$ cat src/aacr_pkg.sv
// Package for the AABB axis collision resolver: widths, table depth, state codes,
// controller/datapath command and status structs. No dependencies.
package aacr_pkg;

	localparam int TableDepth = 64;
	localparam int IdxW       = $clog2(TableDepth);
	localparam int CntW       = IdxW + 1;
	localparam int PosW       = 24;
	localparam int SizeW      = 20;
	localparam int VelW       = 20;
	localparam int DtW        = 16;
	localparam int CfgW       = 16;
	localparam int CfgIdxW    = 1;

	localparam logic [CfgIdxW-1:0] CFG_MAX_DT    = 1'b0;
	localparam logic [CfgIdxW-1:0] CFG_BOX_COUNT = 1'b1;

	localparam logic [15:0] MaxDtReset = 16'd6554;

	typedef enum logic [2:0] {
		ST_IDLE,
		ST_MOVE,
		ST_READ,
		ST_TEST,
		ST_DONE
	} aacr_state_t;

	// controller -> datapath
	typedef struct packed {
		logic            capture;   // latch input word
		logic            move;      // apply velocity on current axis
		logic            rd;        // issue table read
		logic [IdxW-1:0] rd_idx;
		logic            test;      // overlap test / resolve on current axis
		logic            axis_y;    // 0 = x, 1 = y
		logic            finish;    // drive result
	} aacr_cmd_t;

	// datapath -> controller
	typedef struct packed {
		logic skip;       // item is a load or skipped
	} aacr_sts_t;

	function automatic logic signed [PosW-1:0] sat_pos(input logic signed [PosW+2:0] v);
		logic signed [PosW+2:0] hi;
		logic signed [PosW+2:0] lo;
		hi = (PosW+3)'(2**(PosW-1) - 1);
		lo = -(PosW+3)'(2**(PosW-1));
		if (v > hi) return hi[PosW-1:0];
		else if (v < lo) return lo[PosW-1:0];
		else return v[PosW-1:0];
	endfunction

endpackage

$ cat src/aacr_ctrl.sv
// Controller state machine: sequences move, x sweep, move, y sweep per resolve word.
// Depends on aacr_pkg.
module aacr_ctrl (
	input  logic                 clk,
	input  logic                 arst_n,
	input  logic                 start,
	input  logic [aacr_pkg::CntW-1:0] box_count,
	input  aacr_pkg::aacr_sts_t  sts,
	output aacr_pkg::aacr_cmd_t  cmd,
	output logic                 busy
);
	import aacr_pkg::*;

	aacr_state_t state_q, state_d;
	logic [IdxW-1:0] idx_q, idx_d;
	logic axis_q, axis_d;
	logic [CntW-1:0] n;

	assign n = (box_count > CntW'(TableDepth)) ? CntW'(TableDepth) : box_count;

	// state register
	always_ff @(posedge clk or negedge arst_n) begin
		if (!arst_n) begin
			state_q <= ST_IDLE;
			idx_q   <= '0;
			axis_q  <= 1'b0;
		end else begin
			state_q <= state_d;
			idx_q   <= idx_d;
			axis_q  <= axis_d;
		end
	end

	// next state and commands
	always_comb begin
		state_d = state_q;
		idx_d   = idx_q;
		axis_d  = axis_q;
		cmd     = '0;
		cmd.rd_idx = idx_q;
		cmd.axis_y = axis_q;
		busy    = (state_q != ST_IDLE);
		case (state_q)
			ST_IDLE: begin
				if (start) begin
					cmd.capture = 1'b1;
					axis_d = 1'b0;
					idx_d  = '0;
					state_d = ST_MOVE;
				end
			end
			ST_MOVE: begin
				if (sts.skip) state_d = ST_DONE;
				else begin
					cmd.move = 1'b1;
					idx_d = '0;
					state_d = (n == '0) ? (axis_q ? ST_DONE : ST_MOVE) : ST_READ;
					if (n == '0) axis_d = 1'b1;
				end
			end
			ST_READ: begin
				cmd.rd = 1'b1;
				state_d = ST_TEST;
			end
			ST_TEST: begin
				cmd.test = 1'b1;
				if ({1'b0, idx_q} == n - CntW'(1)) begin
					idx_d = '0;
					if (axis_q) state_d = ST_DONE;
					else begin
						axis_d = 1'b1;
						state_d = ST_MOVE;
					end
				end else begin
					idx_d = idx_q + IdxW'(1);
					state_d = ST_READ;
				end
			end
			ST_DONE: begin
				cmd.finish = 1'b1;
				state_d = ST_IDLE;
			end
			default: state_d = ST_IDLE;
		endcase
	end
endmodule

$ cat config.mk
export PLATFORM = sky130hd
export DESIGN_NAME = aacr_ctrl
export DESIGN_NICKNAME = d
export VERILOG_FILES = /design/src/aacr_pkg.sv /design/src/aacr_ctrl.sv
export SDC_FILE = /design/constraint.sdc
export NUM_CORES = 1
export LEC_CHECK = 0
export BUFFER_PORTS_ARGS = -buffer_cell sky130_fd_sc_hd__buf_2
export CAP_MARGIN = 25
export CORE_MARGIN = 2
export CORE_UTILIZATION = 30
export DETAILED_ROUTE_END_ITERATION = 8
export HOLD_SLACK_MARGIN = 0.08
export PLACE_DENSITY = 0.59
export RECOVER_POWER = 25
export SLEW_MARGIN = 40
export SYNTH_ARGS = -nofsm -noshare
export SYNTH_HDL_FRONTEND = slang
export SYNTH_SLANG_ARGS = --single-unit
$ cat constraint.sdc
create_clock -name clk -period 1.8 [get_ports clk]
set_input_delay 0.18 -clock clk [delete_from_list [all_inputs] [get_ports clk]]
set_output_delay 0.18 -clock clk [all_outputs]
set_load 0.005 [all_outputs]
# Yosys cells after proc, flatten, opt, wreduce, memory -nomap -nowiden
# Cells that the tools add are included.
[word_totals]
regBits = 10
in_bits = 11
out_inout_bits = 13
word_cells = 44
[op_classes]
add_sub_neg = 2
n_lt_le_gt_ge = 1
eq_ne = 9
n_mux = 23
n_reduce_logical = 6
[op_table]
columns = ["operator", "n"]
rows = [
  ["$mux 6", 3],
  ["$pmux 6 s3", 1],
  ["$mux 3", 5],
  ["$pmux 3 s4", 1],
  ["$mux 1", 11],
  ["$ne 2x2->1 const B", 4],
  ["$eq 6x7->1", 1],
  ["$gt 7x7->1 const B", 1],
  ["$logic_not 7->1", 1],
  ["$mux 7", 1],
  ["$sub 7x1->7 const B", 1],
  ["$add 6x1->6 const B", 1],
  ["$eq 3x2->1 const B", 2],
  ["$reduce_bool 3->1", 2],
  ["$reduce_and 5->1", 1],
  ["$eq 3x1->1 const B", 1],
  ["$eq 3x3->1 const B", 1],
  ["$logic_not 3->1", 1],
  ["$pmux 1 s3", 1],
  ["$reduce_and 3->1", 1],
]

# Logic depth before layout (Yosys ltp)
# Gate-level depths: netlist of run 1.
[logic_depth]
depth_word = 6
ltp_mapped = 9
depth_no_buf = 8

# Worst setup path after synthesis of run 1
# No wires, ideal clock.
[synth_timing]
kind = "input -> register"
from = "input port box_count[0] (netlist bit)"
to = "register idx_q[2]"
setup_time_ps = 124
arrival_time_ps = 2218
required_time_ps = 1676
setup_slack_ps = -542
cell_stages = 8
n_path_buf = 0
cell_sequence = "or2b_2 -> ha_1 -> or3b_1 -> a21boi_2 -> o211ai_2 -> o41ai_4 -> nor3b_1 -> a211o_1"
[synth_between]
elab_chain_len = 6
[synth_lines]
columns = ["item", "line_no", "source"]
rows = [
  ["start: declaration", "aacr_ctrl.sv:7", "input logic [aacr_pkg::CntW-1:0] box_count,"],
  ["$gt 7x7->1", "aacr_ctrl.sv:19", "assign n = (box_count > CntW'(TableDepth)) ? CntW'(TableDepth) : box_count;"],
  ["$mux 7 *", "aacr_ctrl.sv:19", ""],
  ["$sub 7x1->7 *", "aacr_ctrl.sv:67", "if ({1'b0, idx_q} == n - CntW'(1)) begin"],
  ["$eq 6x7->1 *", "aacr_ctrl.sv:67", ""],
  ["$mux 6 *", "aacr_ctrl.sv:67", ""],
  ["$pmux 6 s3 *", "aacr_ctrl.sv:43", "case (state_q)"],
  ["end signal: assignment", "aacr_ctrl.sv:29", "idx_q <= idx_d;"],
  ["end: declaration", "aacr_ctrl.sv:15", "logic [IdxW-1:0] idx_q, idx_d;"],
]
# Mark *: on every way between the ends. The rest lies on a longest branch, timed or not.
# A chain may end at the register's enable or synchronous reset.

# Worst setup path in the final report of run 1
[layout_timing]
from = "input port box_count[6] (netlist bit)"
to = "register idx_q[2]"
# Same word-level chain as after synthesis.

==> impl_metrics.toml, run 1 <==
[outcome]
outcome = "finished, violations left"
violations = "negative setup slack"

[layout]
layout-drive-gt1-share = 0.444
antenna_cells = 0
final_cell_mix = "buf_4 (26), buf_2 (20), nand2_1 (10), dfrtp_1 (10), nor2_1 (8)"
multi_input_area_sq_um = 621
regArea_sq_um = 250
syn_to_final_growth_pct = 52.3
fill_cells = 260
fin_nets = 165
final_cells = 182
mostFrequentLayoutCell = "buf_4"

[power]
p_sw_frac = 0.394
clockPowerShare = 0.174
power.total_mw = 1.21
power.density_mw_per_mm2 = 917
pwr-share-comb = 0.524
seq_power_share = 0.302
intPower_mw = 0.731
vdd_ir_drop_max_mv = 0.689
p_leak_nw = 0.631
p_sw_mw = 0.475

[timing]
final.setup_skew_ps = 1.65
setup_ws_ps = -257
grt_setup_unrepaired = "yes"
finalSetupTns_ps = -1760
min_period_ps = 2060
slew_viol_final = 0
finalHoldViolations = 0
slew_headroom = 0.598
setup_viol = 10
fin_crit_sh = 1.14
hold-worst-slack_ps = 165
tightest_slew_ps = 599
max_freq_mhz = 486

[synth]
ys_seq_area_frac = 0.290
avgSynthCellArea_sq_um = 8.81
ys_ff_latch = 10
synth_edf_count = 0
async_reset_ff_frac = 1.00
synth_cells = 98
ys.flop_type = "dfrtp_1"
syn_area_sq_um = 863
syn_nets = 111
ys_types = 40
yosys_warnings = 0

[setup_path]
worstPathCellList = "buf_6, or2b_4, ha_4, or3b_1, a21boi_2, o211ai_2, o41ai_4, buf_6, nor3b_2, a211o_1"
crit_arrival_ps = 2210
cpPeakStageDelay_ps = 370
crit_buf_inv = 2
cp-start-kind = "input port"
endpoint_kind = "flop"
crit_path_max_fanout = 8
crit_slowest_cell = "o41ai_4"
path_common_cell = "buf_6"
critPathKind = "in -> reg"
required_ps = 1960
crit_family = "compound AO/OA/AOI/OAI gates"

[clock_network]
clk_pin_slew_worst_paths_ps = 70
cts_tree = "yes"
cts_buffers = 3
cts.sinks = 10
root_buffer = "clkbuf_4"
clk_latency_ps = 270
cts_buffer_depth = 2
htree_levels = 1

[floorplan]
fp.dieH_microns = 57.6
coreArea_sq_mm = 0.00273
num_rows = 19
pin_count = 24
dieArea_sq_mm = 0.00332
initial_core_util = 0.316
chipWidth_microns = 57.6

[placement]
dp_cells = 174
io_buffers = 23
hpwlAfterDp_mm = 1.90
globalplace.congestion = 0.893

[route]
wirelength_mm = 2.37
drtIter0Drc = 21
vias = 947
wl_per_cell_microns = 13.0
firstDrtPassIters = 4
drtAntennaViolNets = 0
route.detailed.drc = 0
avgViaCountPerCell = 5.20

[grt]
track_usage = 0.152
grt_first_pass_wirelength_mm = 4.06
grt-ovfl-total = 0
grt_max_degree = 12
antenna_found_initial = 0
grt_pass1_vias = 987

[job]
cap_violations = 0

[hold_path]
hold_path.class = "in -> reg"
[power by group through the flow]
stage	combinational (mW)	clock [mW]	sequential, mW
after floorplan	0.382	0	0.342
after global placement	0.576	0	0.360
after detailed placement	0.585	0	0.364
after CTS	0.622	0.217	0.359
after global routing	0.707	0.227	0.377
final	0.631	0.210	0.364
[sequential cells by signal, indices dropped and copies added, names as in the netlist]
register	cells
axis_q	1
idx_q	6
state_q	3
[metal layers]
layer,up-vias,part of all wire,GRT usage
met5,-,0,0
li1,471,-,-
met2,24,0.49,0.261
met1,446,0.45,0.194
met4,0,0.016,0.0532
met3,6,0.043,0.0246
[through the flow]
step / area (sq um) / setup WS (ps) / utilization
after detailed placement: 1200 / -593 / 0.439
final: 1320 / -257 / 0.481
after global routing: 1320 / -310 / 0.481
after CTS: 1300 / -270 / 0.474
after floorplan: 902 / -410 / -
after global placement: 1200 / -532 / 0.439
[Yosys cell counts (3+ instances only)]
library cell | n | area share
dfrtp_1 | 10 | 0.29
nand2_1 | 10 | 0.043
nor2_1 | 8 | 0.035
nor3b_1 | 7 | 0.061
nand3_1 | 5 | 0.029
inv_1 | 4 | 0.017
nor3_1 | 4 | 0.023
o21ai_0 | 4 | 0.023
xor2_1 | 4 | 0.041
a211o_1 | 3 | 0.030
a21oi_1 | 3 | 0.017
mux2i_1 | 3 | 0.035
nor2b_1 | 3 | 0.022
[repair_timing]
item                                    CTS  global route
buffers inserted                          2             2
gates resized for setup                   8             4
hold buffers                              1             0
endpoints found under the setup margin   10            11
hold endpoints to repair                 10             0
pin swaps                                 9             4
[kinds of logic after synthesis]
logic type	after synthesis	share of synthesized area
DFF	10	0.290
xor gates and xnor gates	5	0.0507
adders and majority gates	2	0.0290
muxes	3	0.0348
and+or+nand+nor	48	0.315
buffers and inverters	7	0.0551
AOI/OAI and AO/OA	23	0.226
[layout make-up]
type	count	share of cell area
Clock buffer	4	0.0276
Sequential cell	10	0.190
Multi-Input combinational cell	81	0.472
Tap cell	31	0.0295
Timing Repair Buffer	52	0.269
Inverter	4	0.0114
[worst reg2reg max path, stage by stage (launching register included)]
cell       delay, ps
dfrtp_1          410
a2111oi_0        370
a311oi_1         180
o41ai_4          350
buf_6            180
nor3b_2           50
a211o_1          260
[path summary, 6_finish.rpt]
kind,from,slack [ps],endpoint,cells after the start
min in group asynchronous,arst_n,410,idx_q[1],2
setup reg to reg,idx_q[5],-110,idx_q[2],6
max in group asynchronous,arst_n,1020,idx_q[2],2
hold reg to reg,axis_q,640,state_q[2],2
setup / recovery,box_count[6],-260,idx_q[2],10
hold / removal,sts,160,state_q[2],3
No activity file was read; power rests on OpenSTA's default activity.
==> inputs of run 2 (changes only) <==
--- a/config.mk
+++ b/config.mk
@@ -7,11 +7,13 @@
 export LEC_CHECK = 0
 export BUFFER_PORTS_ARGS = -buffer_cell sky130_fd_sc_hd__buf_2
 export CAP_MARGIN = 25
+export CELL_PAD_IN_SITES_DETAIL_PLACEMENT = 1
+export CELL_PAD_IN_SITES_GLOBAL_PLACEMENT = 1
 export CORE_MARGIN = 2
 export CORE_UTILIZATION = 30
 export DETAILED_ROUTE_END_ITERATION = 8
 export HOLD_SLACK_MARGIN = 0.08
-export PLACE_DENSITY = 0.59
+export PLACE_DENSITY = 0.73
 export RECOVER_POWER = 25
 export SLEW_MARGIN = 40
 export SYNTH_ARGS = -nofsm -noshare
==> run 2 against run 1 <==
The run still ends with negative setup slack left; via count up 6.2%; routed wire length up 29%; cell count up 0.55%; design area up 5.3%; fmax up 2.4%; combinational power up 9.4%; first-iteration DRC count up 120%; register-to-register slack worse by 30 ps; non-clock buffer count up 2; die area unchanged; hold slack better by 12 ps; critical endpoint unchanged.
==> impl_metrics.toml, run 2 (synthesis results as in run 1) <==
[outcome]
outcome = "finished, violations left"
violations = "negative setup slack"

[route]
wirelength_mm = 3.05
wl_per_cell_microns = 16.7
drtAntennaViolNets = 0
vias = 1006
drtIter0Drc = 47
firstDrtPassIters = 4
avgViaCountPerCell = 5.50
route.detailed.drc = 0

[floorplan]
dieArea_sq_mm = 0.00332
chipWidth_microns = 57.6
pin_count = 24
initial_core_util = 0.316
coreArea_sq_mm = 0.00273
num_rows = 19
fp.dieH_microns = 57.6

[grt]
grt_first_pass_wirelength_mm = 5.02
antenna_found_initial = 0
grt_pass1_vias = 1062
grt_max_degree = 12
grt-ovfl-total = 0
track_usage = 0.195

[timing]
finalHoldViolations = 0
max_freq_mhz = 498
min_period_ps = 2010
setup_viol = 10
setup_ws_ps = -209
slew_headroom = 0.601
fin_crit_sh = 1.12
grt_setup_unrepaired = "yes"
hold-worst-slack_ps = 176
finalSetupTns_ps = -1490
final.setup_skew_ps = 2.81
slew_viol_final = 0
tightest_slew_ps = 599

[clock_network]
root_buffer = "clkbuf_4"
cts.sinks = 10
htree_levels = 1
cts_buffer_depth = 2
clk_pin_slew_worst_paths_ps = 70
cts_tree = "yes"
clk_latency_ps = 280
cts_buffers = 3

[power]
p_leak_nw = 0.654
clockPowerShare = 0.138
vdd_ir_drop_max_mv = 0.697
seq_power_share = 0.298
p_sw_frac = 0.426
intPower_mw = 0.702
p_sw_mw = 0.521
power.density_mw_per_mm2 = 883
pwr-share-comb = 0.564

[layout]
top_regs = "idx_q (6), state_q (3), axis_q (1)"
antenna_cells = 0
largest_reg_flops = 6
largest_register = "idx_q"
mostFrequentLayoutCell = "buf_4"
final_cell_mix = "buf_4 (27), buf_2 (20), dfrtp_1 (10)"
layout-drive-gt1-share = 0.507
syn_to_final_growth_pct = 60.4
fill_cells = 324
regArea_sq_um = 250
fin_nets = 167
multi_input_area_sq_um = 686

[placement]
globalplace.congestion = 0.825
hpwlAfterDp_mm = 2.23
io_buffers = 23

[setup_path]
crit_path_max_fanout = 7
required_ps = 1970
endpoint_kind = "flop"
path_common_cell = "buf_6"
worstPathCellList = "buf_6, or2b_4, ha_4, or4b_4, o311ai_4, xor2_2, o41ai_4, buf_6, nor3b_2, a211o_1"
cp-start-kind = "input port"
cpPeakStageDelay_ps = 480
crit_arrival_ps = 2180
crit_slowest_cell = "or4b_4"
critPathKind = "in -> reg"

[hold_path]
hold_path.class = "in -> reg"

[job]
cap_violations = 0
[run 2: through the flow]
step	power [mW]	util	cells	cell area [sq um]	worst slack, ps
3_5_place_dp	0.984	0.439	174	1200	-583
5_1_grt	1.30	0.507	183	1390	-300
3_3_place_gp	0.957	0.439	174	1200	-506
2_1_floorplan	0.724	-	98	902	-410
6_report	1.22	0.507	183	1390	-209
4_1_cts	1.21	0.490	181	1340	-194
[run 2: layer usage]
layer / routed length [microns] / GRT usage
met5: 0 / 0
met4: 62 / 0.0598
met3: 117 / 0.0156
met2: 1610 / 0.359
met1: 1260 / 0.241
[run 2: power groups by stage]
stage,clock network (mW),logic (mW),registers (mW)
finish,0.169,0.690,0.364
global route,0.167,0.759,0.373
CTS,0.169,0.678,0.362
detailed placement,0,0.620,0.364
global placement,0,0.599,0.358
floorplan,0,0.382,0.342
[run 2: area by class of cell]
cell class / count / share of cell area
multi-input cells: 81 / 0.495
repair buffers: 54 / 0.269
flip-flops and latches: 10 / 0.181
well taps: 31 / 0.0280
clock buffers: 3 / 0.0163
inverters: 4 / 0.0108
[run 2: worst max-delay path, delay by kind of cell]
kind | cells | cell delay, ps
AOI/OAI and AO/OA | 3 | 700
adders and majority gates | 1 | 140
buffers and inverters | 2 | 270
and+or+nand+nor | 3 | 730
xor gates and xnor gates | 1 | 160
[run 2: path summary, 6_finish.rpt]
| kind | start | slack (ps) | depth (start not counted) | endpoint |
|---|---|---|---|---|
| min reg2reg | axis_q | 630 | 2 | state_q[2] |
| max | box_count[0] | -210 | 10 | idx_q[2] |
| min in group asynchronous | arst_n | 410 | 2 | state_q[2] |
| max in group asynchronous | arst_n | 1000 | 2 | idx_q[2] |
| min | sts | 180 | 3 | state_q[2] |
| max reg2reg | idx_q[5] | -140 | 7 | idx_q[2] |
[run 2: what timing repair did]
| action | CTS | global route |
|---|---|---|
| pin swaps | 16 | 3 |
| buffers inserted | 3 | 3 |
| gates resized for setup | 18 | 8 |
| endpoints found under the setup margin | 10 | 10 |
| hold buffers | 1 | 0 |
| endpoints found under the hold margin | 10 | 0 |
